## config.mk

```make
export PLATFORM = sky130hd
export DESIGN_NAME = swsc_coh_unit
export DESIGN_NICKNAME = d
export VERILOG_FILES = /design/src/hdl/swsc_pkg.sv /design/src/hdl/swsc_coh_unit.sv
export SDC_FILE = /design/constraint.sdc
export NUM_CORES = 2
export LEC_CHECK = 0
export BUFFER_PORTS_ARGS = -buffer_cell sky130_fd_sc_hd__buf_2
export CORE_ASPECT_RATIO = 1.2
export CORE_MARGIN = 2
export CORE_UTILIZATION = 59
export DETAILED_ROUTE_END_ITERATION = 6
export HOLD_SLACK_MARGIN = 0.1
export PLACE_DENSITY_LB_ADDON = 0.3
export SYNTH_ARGS = -nofsm -noshare
export SYNTH_HDL_FRONTEND = slang
export SYNTH_SLANG_ARGS = --single-unit
```

## constraint.sdc

```tcl
create_clock -name clk -period 11.9 [get_ports clk]
set_input_delay 1.19 -clock clk [delete_from_list [all_inputs] [get_ports clk]]
set_output_delay 1.19 -clock clk [all_outputs]
set_load 0.05 [all_outputs]
```

## src/hdl/swsc_pkg.sv

```systemverilog
// shared types and constants for the sliding window coherence core
package swsc_pkg;

  localparam int BinCount   = 1024;
  localparam int DepthMax   = 64;
  localparam int SampleBits = 16;
  localparam int BinBits    = 10;
  localparam int SlotBits   = 6;
  localparam int HistAddrBits = BinBits + SlotBits;
  localparam int PowBits    = 2 * SampleBits;
  localparam int CrossBits  = 2 * SampleBits + 1;
  localparam int PowSumBits = PowBits + SlotBits;
  localparam int CrossSumBits = CrossBits + SlotBits;
  localparam int HalfBits   = PowSumBits / 2;
  localparam int ProdBits   = 2 * PowSumBits;
  localparam int DivSteps   = 32;
  localparam int SqrtSteps  = 16;
  localparam logic [16:0] CohOne = 17'd65536;

  typedef logic signed [SampleBits-1:0] sample_t;

  typedef struct packed {
    logic [PowBits-1:0]   pr;
    logic [PowBits-1:0]   pm;
    logic [CrossBits-1:0] cre;
    logic [CrossBits-1:0] cim;
  } hist_word_t;

  typedef struct packed {
    logic [PowSumBits-1:0]   rr;
    logic [PowSumBits-1:0]   mm;
    logic [CrossSumBits-1:0] cre;
    logic [CrossSumBits-1:0] cim;
  } sum_word_t;

  typedef struct packed {
    logic                    start;
    logic [PowSumBits-1:0]   rr;
    logic [PowSumBits-1:0]   mm;
    logic [CrossSumBits-1:0] cre;
    logic [CrossSumBits-1:0] cim;
  } coh_req_t;

  typedef struct packed {
    logic        done;
    logic [16:0] coh;
    logic        zero;
  } coh_rsp_t;

endpackage

```

## src/hdl/swsc_coh_unit.sv

```systemverilog
// iterative coherence unit: shared multiplier, restoring divider, integer root
module swsc_coh_unit
  import swsc_pkg::*;
(
  input  logic     clk,
  input  logic     rst,
  input  coh_req_t req,
  output coh_rsp_t rsp
);

  typedef enum logic [6:0] {
    S_IDLE = 7'b0000001,
    S_M1   = 7'b0000010,
    S_M2   = 7'b0000100,
    S_M3   = 7'b0001000,
    S_CMP  = 7'b0010000,
    S_DIV  = 7'b0100000,
    S_SQRT = 7'b1000000
  } state_t;

  state_t state;
  logic [5:0] step;
  logic half;
  logic [CrossSumBits-2:0] mag_re, mag_im;
  logic [PowSumBits-1:0] rr, mm;
  logic [ProdBits:0] num, den, rem;
  logic [31:0] q;
  logic [31:0] sx;
  logic [16:0] root;
  logic [33:0] sr;
  logic [ProdBits-1:0] prod;
  logic [PowSumBits-1:0] ma, mbf;
  logic [HalfBits-1:0] mb;
  logic [PowSumBits+HalfBits-1:0] part;
  logic [ProdBits:0] rem_sh;
  logic [33:0] sr_sh, trial;

  // one shared multiplier, each product taken in two halves
  always_comb begin
    unique case (state)
      S_M1:    begin ma = mag_re[PowSumBits-1:0]; mbf = mag_re[PowSumBits-1:0]; end
      S_M2:    begin ma = mag_im[PowSumBits-1:0]; mbf = mag_im[PowSumBits-1:0]; end
      default: begin ma = rr; mbf = mm; end
    endcase
    mb = half ? mbf[PowSumBits-1:HalfBits] : mbf[HalfBits-1:0];
    part = ma * mb;
    prod = half ? {part, {HalfBits{1'b0}}} : {{HalfBits{1'b0}}, part};
    rem_sh = {rem[ProdBits-1:0], 1'b0};
    sr_sh  = {sr[31:0], sx[31:30]};
    trial  = {root[15:0], 2'b01};
  end

  function automatic logic [CrossSumBits-2:0] magf(input logic [CrossSumBits-1:0] v);
    logic [CrossSumBits-1:0] n;
    n = v[CrossSumBits-1] ? -v : v;
    return n[CrossSumBits-2:0];
  endfunction

  always_ff @(posedge clk) begin
    if (rst) begin
      state <= S_IDLE;
      half <= 1'b0;
      rsp.done <= 1'b0;
    end else begin
      rsp.done <= 1'b0;
      unique case (state)
        S_IDLE: if (req.start) begin
          rr <= req.rr;
          mm <= req.mm;
          mag_re <= magf(req.cre);
          mag_im <= magf(req.cim);
          half <= 1'b0;
          if (req.rr == '0 || req.mm == '0) begin
            rsp.done <= 1'b1;
            rsp.coh  <= '0;
            rsp.zero <= 1'b1;
          end else begin
            state <= S_M1;
          end
        end
        S_M1: begin
          half <= !half;
          if (!half) begin
            num <= {1'b0, prod};
          end else begin
            num <= num + {1'b0, prod};
            state <= S_M2;
          end
        end
        S_M2: begin
          half <= !half;
          num <= num + {1'b0, prod};
          if (half) state <= S_M3;
        end
        S_M3: begin
          half <= !half;
          if (!half) begin
            den <= {1'b0, prod};
          end else begin
            den <= den + {1'b0, prod};
            state <= S_CMP;
          end
        end
        S_CMP: begin
          if (num >= den) begin
            rsp.done <= 1'b1;
            rsp.coh  <= CohOne;
            rsp.zero <= 1'b0;
            state <= S_IDLE;
          end else begin
            rem <= num;
            q <= '0;
            step <= '0;
            state <= S_DIV;
          end
        end
        S_DIV: begin
          if (rem_sh >= den) begin
            rem <= rem_sh - den;
            q <= {q[30:0], 1'b1};
          end else begin
            rem <= rem_sh;
            q <= {q[30:0], 1'b0};
          end
          if (step == 6'(DivSteps - 1)) begin
            step <= '0;
            sx <= (rem_sh >= den) ? {q[30:0], 1'b1} : {q[30:0], 1'b0};
            sr <= '0;
            root <= '0;
            state <= S_SQRT;
          end else begin
            step <= step + 6'd1;
          end
        end
        S_SQRT: begin
          sx <= {sx[29:0], 2'b00};
          if (sr_sh >= trial) begin
            sr <= sr_sh - trial;
            root <= {root[15:0], 1'b1};
          end else begin
            sr <= sr_sh;
            root <= {root[15:0], 1'b0};
          end
          if (step == 6'(SqrtSteps - 1)) begin
            rsp.done <= 1'b1;
            rsp.coh  <= (sr_sh >= trial) ? {root[15:0], 1'b1} : {root[15:0], 1'b0};
            rsp.zero <= 1'b0;
            state <= S_IDLE;
          end else begin
            step <= step + 6'd1;
          end
        end
        default: state <= S_IDLE;
      endcase
    end
  end

`ifndef ASSERT_OFF
  a_full_scale: assert property (@(posedge clk) disable iff (rst)
    rsp.done |-> rsp.coh <= CohOne) else $error("coherence above one");
  a_zero_flag: assert property (@(posedge clk) disable iff (rst)
    rsp.done && rsp.zero |-> rsp.coh == '0) else $error("zero flag with value");
  a_start_idle: assert property (@(posedge clk) disable iff (rst)
    req.start |-> state == S_IDLE)
    else $error("start while busy");
`endif

endmodule

```

---- Yosys cells after proc, flatten, opt, wreduce, memory -nomap -nowiden ----
Index checks and enable logic that the tools add are counted.
operators by class
  reduce and logical (&&, ||, !) cells .... 20
  bitwise operators ....................... 1
  order comparisons ....................... 3
  multiply operators ...................... 1
  equal/unequal tests ..................... 20
  $add $sub $neg .......................... 7
  multiplexer cells ....................... 43
operator list
  operator          number
  $mux 76           4
  $add 77x76->77    2
  $ge 77x77->1      2
  $pmux 77 s2       1
  $pmux 38 s2       2
  $pmux 76 s2       1
  $pmux 32 s2       2
  $mux 32           3
  $mux 19           5
  $mux 77           1
  $logic_not 38->1  2
  $mux 38           2
  $neg 38->38       2
  $sub 76x76->76    1
  $pmux 31 s2       1
  $mul 38x19->57    1
  $pmux 19 s3       1
  $mux 7            7
  $pmux 7 s7        1
  $ge 34x18->1      1
  $pmux 16 s2       1
  $sub 32x18->32    1
  $mux 31           1
  $mux 6            4
  26 further kinds  46
storage, ports and cells
  word-level logic and storage cells ...... 113
  output and inout bits ................... 19
  input bits .............................. 157
  register bits after elaboration ......... 526

---- Longest topological paths before layout ----
  depth in word-level cells ............... 8
  gate-level depth with buffers ........... 49
  gate-level depth less buffers ........... 43

---- Least setup slack after synthesis ----
Ideal clock, no wire load.
  path kind ............................... register -> register
  start point ............................. register state[0]
  end point ............................... register den[72], data pin
  slack ................................... 0.465 ns
  clock period less this slack ............ 11.435 ns
  buffers on the path ..................... 7
  required time ........................... 11.642 ns
  arrival ................................. 11.177 ns
  cell stages (with the launch flop) ...... 49
  setup time .............................. 0.258 ns
  cells stage by stage .................... dfxtp_1 -> clkbuf_1 -> nor4_1 -> nor4bb_1 -> clkbuf_1 -> buf_1 -> a22o_1 -> a21oi_1 -> nand2_1 -> o31a_1 -> clkbuf_1 -> buf_1 -> nand2_1 -> fa_1 -> inv_1 -> fa_1 -> inv_1 -> fa_1 -> [13 not listed] -> o31ai_1 -> o2111ai_1 -> a311o_1 -> a21oi_1 -> xnor2_1 -> mux2_2 -> ha_1 -> clkbuf_1 -> and4_1 -> nand4_1 -> nor3_1 -> o311ai_0 -> a31oi_1 -> a311oi_1 -> o21ai_0 -> a21oi_1 -> o21ba_2 -> mux2i_1
on the way
  longest elaborated chain between the ends .. 7
  elaborated cells on any way between the ends .. 9
  classes of those cells .................. add/sub: 1; mul: 1; eq/ne: 2; mux: 5
ends and longest elaborated chain
  element                                          line                  RTL
  start, declared                                  swsc_coh_unit.sv:21   state_t state;
  start signal, assigned                           swsc_coh_unit.sv:61   state <= S_IDLE;
  start signal, assigned                           swsc_coh_unit.sv:78   state <= S_M1;
  start signal, assigned                           swsc_coh_unit.sv:87   state <= S_M2;
  $eq 7x3->1 / $eq 7x2->1 (equally long branches)  swsc_coh_unit.sv:40   unique case (state)
  $pmux 38 s2                                      swsc_coh_unit.sv:40
  $mux 19                                          swsc_coh_unit.sv:45   mb = half ? mbf[PowSumBits-1:HalfBits] : mbf[HalfBits-1:0];
  $mul 38x19->57 *                                 swsc_coh_unit.sv:46   part = ma * mb;
  $mux 76 *                                        swsc_coh_unit.sv:47   prod = half ? {part, {HalfBits{1'b0}}} : {{HalfBits{1'b0}}, part};
  $add 77x76->77                                   swsc_coh_unit.sv:100  den <= den + {1'b0, prod};
  $mux 76 *                                        swsc_coh_unit.sv:97   if (!half) begin
  end signal, assigned                             swsc_coh_unit.sv:98   den <= {1'b0, prod};
  end signal, assigned                             swsc_coh_unit.sv:100
  end, declared                                    swsc_coh_unit.sv:26   logic [ProdBits:0] num, den, rem;
Every way passes the cells marked *; elsewhere a longest branch is shown, timed or not.
A chain may end at the register's enable or synchronous reset.

---- Worst setup path in the final report ----
  start point ............................. register state[6]
  end point ............................... register num[69], data pin
on the way
  longest elaborated chain between the ends .. 8
  elaborated cells on any way between the ends .. 10
  classes of those cells .................. add/sub: 1; mul: 1; eq/ne: 2; mux: 6
ends and longest elaborated chain
  element                                          line                                      RTL
  $eq 7x3->1 / $eq 7x2->1 (equally long branches)  swsc_coh_unit.sv:40, swsc_coh_unit.sv:66
  $pmux 38 s2                                      swsc_coh_unit.sv:40
  $mux 19                                          swsc_coh_unit.sv:45
  $mul 38x19->57                                   swsc_coh_unit.sv:46
  $mux 76                                          swsc_coh_unit.sv:47
  $add 77x76->77                                   swsc_coh_unit.sv:86, swsc_coh_unit.sv:92
  $mux 77                                          swsc_coh_unit.sv:83                       if (!half) begin
  $pmux 77 s2 *                                    swsc_coh_unit.sv:66                       unique case (state)
  end signal, assigned                             swsc_coh_unit.sv:84                       num <= {1'b0, prod};
  end signal, assigned                             swsc_coh_unit.sv:86                       num <= num + {1'b0, prod};
  end signal, assigned                             swsc_coh_unit.sv:92                       num <= num + {1'b0, prod};
  end, declared                                    swsc_coh_unit.sv:26
Marked as above.

==> impl_results.md <==
* Outcome: complete, no violations
* M1 GR Usage at 46.9%
* Core box area at 0.106 sq mm
* Max Fclk at 85.8 MHz
* Ys async rst share at 0%
* Syn. warnings at 0
* Layout cells sized above 1 at 12.8%
* Area leader, netlist: edfxtp_1
* Global placer's final weighted congestion at 0.985
* Final Cycle Share at 98.0%
* Clock Latency Late Sink at 0.71 ns
* Path depth of the worst reg2reg path at 43
* GRT met3 Usage at 4.25%
* Final hold vios at 0
* Setup Viol. Count Final at 0
* Final #Nets at 8891
* First-pass GRT wire length at 314000 um
* Overall Global Routing Usage at 37.1%
* Sequential element share of the synthesized area at 25.0%
* Post-synth top area share at 24.7%
* Grt total ovfl at 0
* Most frequent cells in the layout: 965 x nand2_1, 959 x inv_1, 640 x nor2_1
* Worst Skew at 0.0640 ns
* Synthesized cell area at 0.0629 sq mm
* Setup TNS at 0 ns
* Startpoint types: flop
* Met2 usage at 61.7%
* Hold path depth at 2
* Initial DRC count at 4791
* Htree depth at 2
* Syn_nets at 8464
* CTS tree: built
* Cts bufs inserted at 58
* Deepest clock path buffer count at 3
* Worst Path Required at 12.35 ns
* Max-cap viol count at 0
* # DRC at 0
* Die Wd at 302 um
* Initial Util at 59.4%
* Worst Path Max Fanout at 18
* Critical Path End Type: flop
* Synth top area cells: edfxtp_1 25%, fa_1 20%, ha_1 9.3%
* Clock Sinks at 526
* Slew @ Worst Pin at 1.10 ns
* Slew Limit Fails at 0
* Max incr delay on CP at 0.59 ns
* First-pass DRT Iterations at 6
* Port buffer count at 175
* Routed WL at 208000 um
* Commonest non-fill, non-tap cell in the layout: nand2_1
* Vias per Instance at 6.08
* Std-Cell Rows at 131
* CP delay by family, top: adder cells
* Post-DP HPWL at 165000 um
* DR WL/cell at 22.8 um
* CP Class: reg -> reg
* Ys flop type: edfxtp_1
* # hold bufs at CTS at 0
* DRT antenna net count at 0
* Vias in the first global route at 56100
* Crit. path cell count at 43
* Clk slew on worst S/H paths at 0.06 ns
* Buf+Inv Stages, Crit Path at 10
* Hold Path Class: reg -> reg
* Routed vias at 55300
* Busiest grt layer: met2
* EDFF count, synth at 517
* Slew margin rel. at 26.4%
* I/O pins at 176
* Initial antenna violation count at 7
* Die height at 362 um
* Largest net degree at the start of global routing at 138
* CP Data Arrival Time at 12.11 ns
* Yosys cell types at 84
* Clk Tree Root Cell: clkbuf_16
* FF+latch count, synth at 526
* Area delta synth->final at 13.5%
* Slowest CP cell: or4b_4
* Die area at 0.109 sq mm
* Cell count after synthesis at 7225
* Crit path time final at 11.66 ns
* Synthesized area per cell at 8.71 sq um
## metrics by stage
stage	setup WS (ns)	hold slack (ns)	utilization [%]	cell area [sq um]	instances
6_report	0.244	0.517	67.4	71400	9100
5_1_grt	-0.114	0.533	67.3	71400	9096
4_1_cts	0.00524	0.513	66.4	70400	9045
3_5_place_dp	-0.810	0.497	64.5	68400	8940
3_3_place_gp	-0.734	0.487	64.5	68400	8940
2_1_floorplan	0.465	0.484	-	62900	7225
## registers in the layout, indices dropped and copies added, names as in the netlist, 16 cells and up, named ones only
register / count
rem: 76
mm: 38
rsp: 19
root: 16
q: 31
sx: 32
num: 76
rr: 38
mag_re: 38
sr: 32
mag_im: 38
den: 76
## layout make-up
cell class	count	area (sq um)
Sequential cell	526	15700
Fill cell	8671	34600
Antenna cell	10	25.0
Timing Repair Buffer	711	5450
Inverter	962	3610
Multi-Input combinational cell	5393	43000
Clock buffer	65	1480
Tap cell	1396	1750
Clock inverter	37	399
## worst reg2reg max path: cells and delay by family (launching register included)
kind / cells / cell delay, ns
fa+ha+maj: 8 / 3.85
compound gates: 13 / 2.87
simple gates: 10 / 2.55
buf+inv: 10 / 1.39
flops: 1 / 0.38
mux: 1 / 0.29
xor+xnor: 1 / 0.08
## cell families after synthesis
group                    count (synthesis)  share of synthesized area, %
AO/OA/AOI/OAI                         1602                          16.2
adder cells (fa/ha/maj)               1082                          28.8
XOR/XNOR                               342                          4.76
flip-flops                             526                          25.0
buffers and inverters                 1306                          7.79
multiplexers                            67                          1.12
AND/OR/NAND/NOR                       2300                          16.4
## metal layers
layer  vias to the layer above  share of wire [%]
li1                      25300                  -
met1                     26800                 38
met2                      2626                 47
met3                       602                7.6
met4                         0                7.6
met5                         -                  0
## cell usage after synthesis (57+ instances only)
cell type / n
nand2_1: 967
inv_1: 961
nor2_1: 646
fa_1: 614
a21oi_1: 520
edfxtp_1: 517
ha_1: 468
clkbuf_1: 318
o21ai_0: 291
a21o_1: 288
xnor2_1: 205
xor2_1: 137
and2_1: 135
nand4_1: 110
nand3_1: 82
nor3_1: 74
a31oi_1: 63
o21bai_1: 57
o31ai_1: 57
## final timing paths
path                 start  endpoint  slack, ns
setup / recovery  state[6]   num[69]       0.24
hold / removal       sx[1]     sx[3]       0.52
setup reg to reg  state[6]   num[69]       0.24
hold reg to reg      sx[1]     sx[3]       0.52
## timing repair
item,CTS,global route
endpoints found under the setup margin,32,45
pin swaps,2,24
setup buffers,3,34
gates cloned,0,10
hold endpoints to repair,0,0
gates resized for setup,17,98
Power is left out: the tool's default activity adds up to more than one toggle a clock period on the data nets, which glitch-free logic cannot reach.
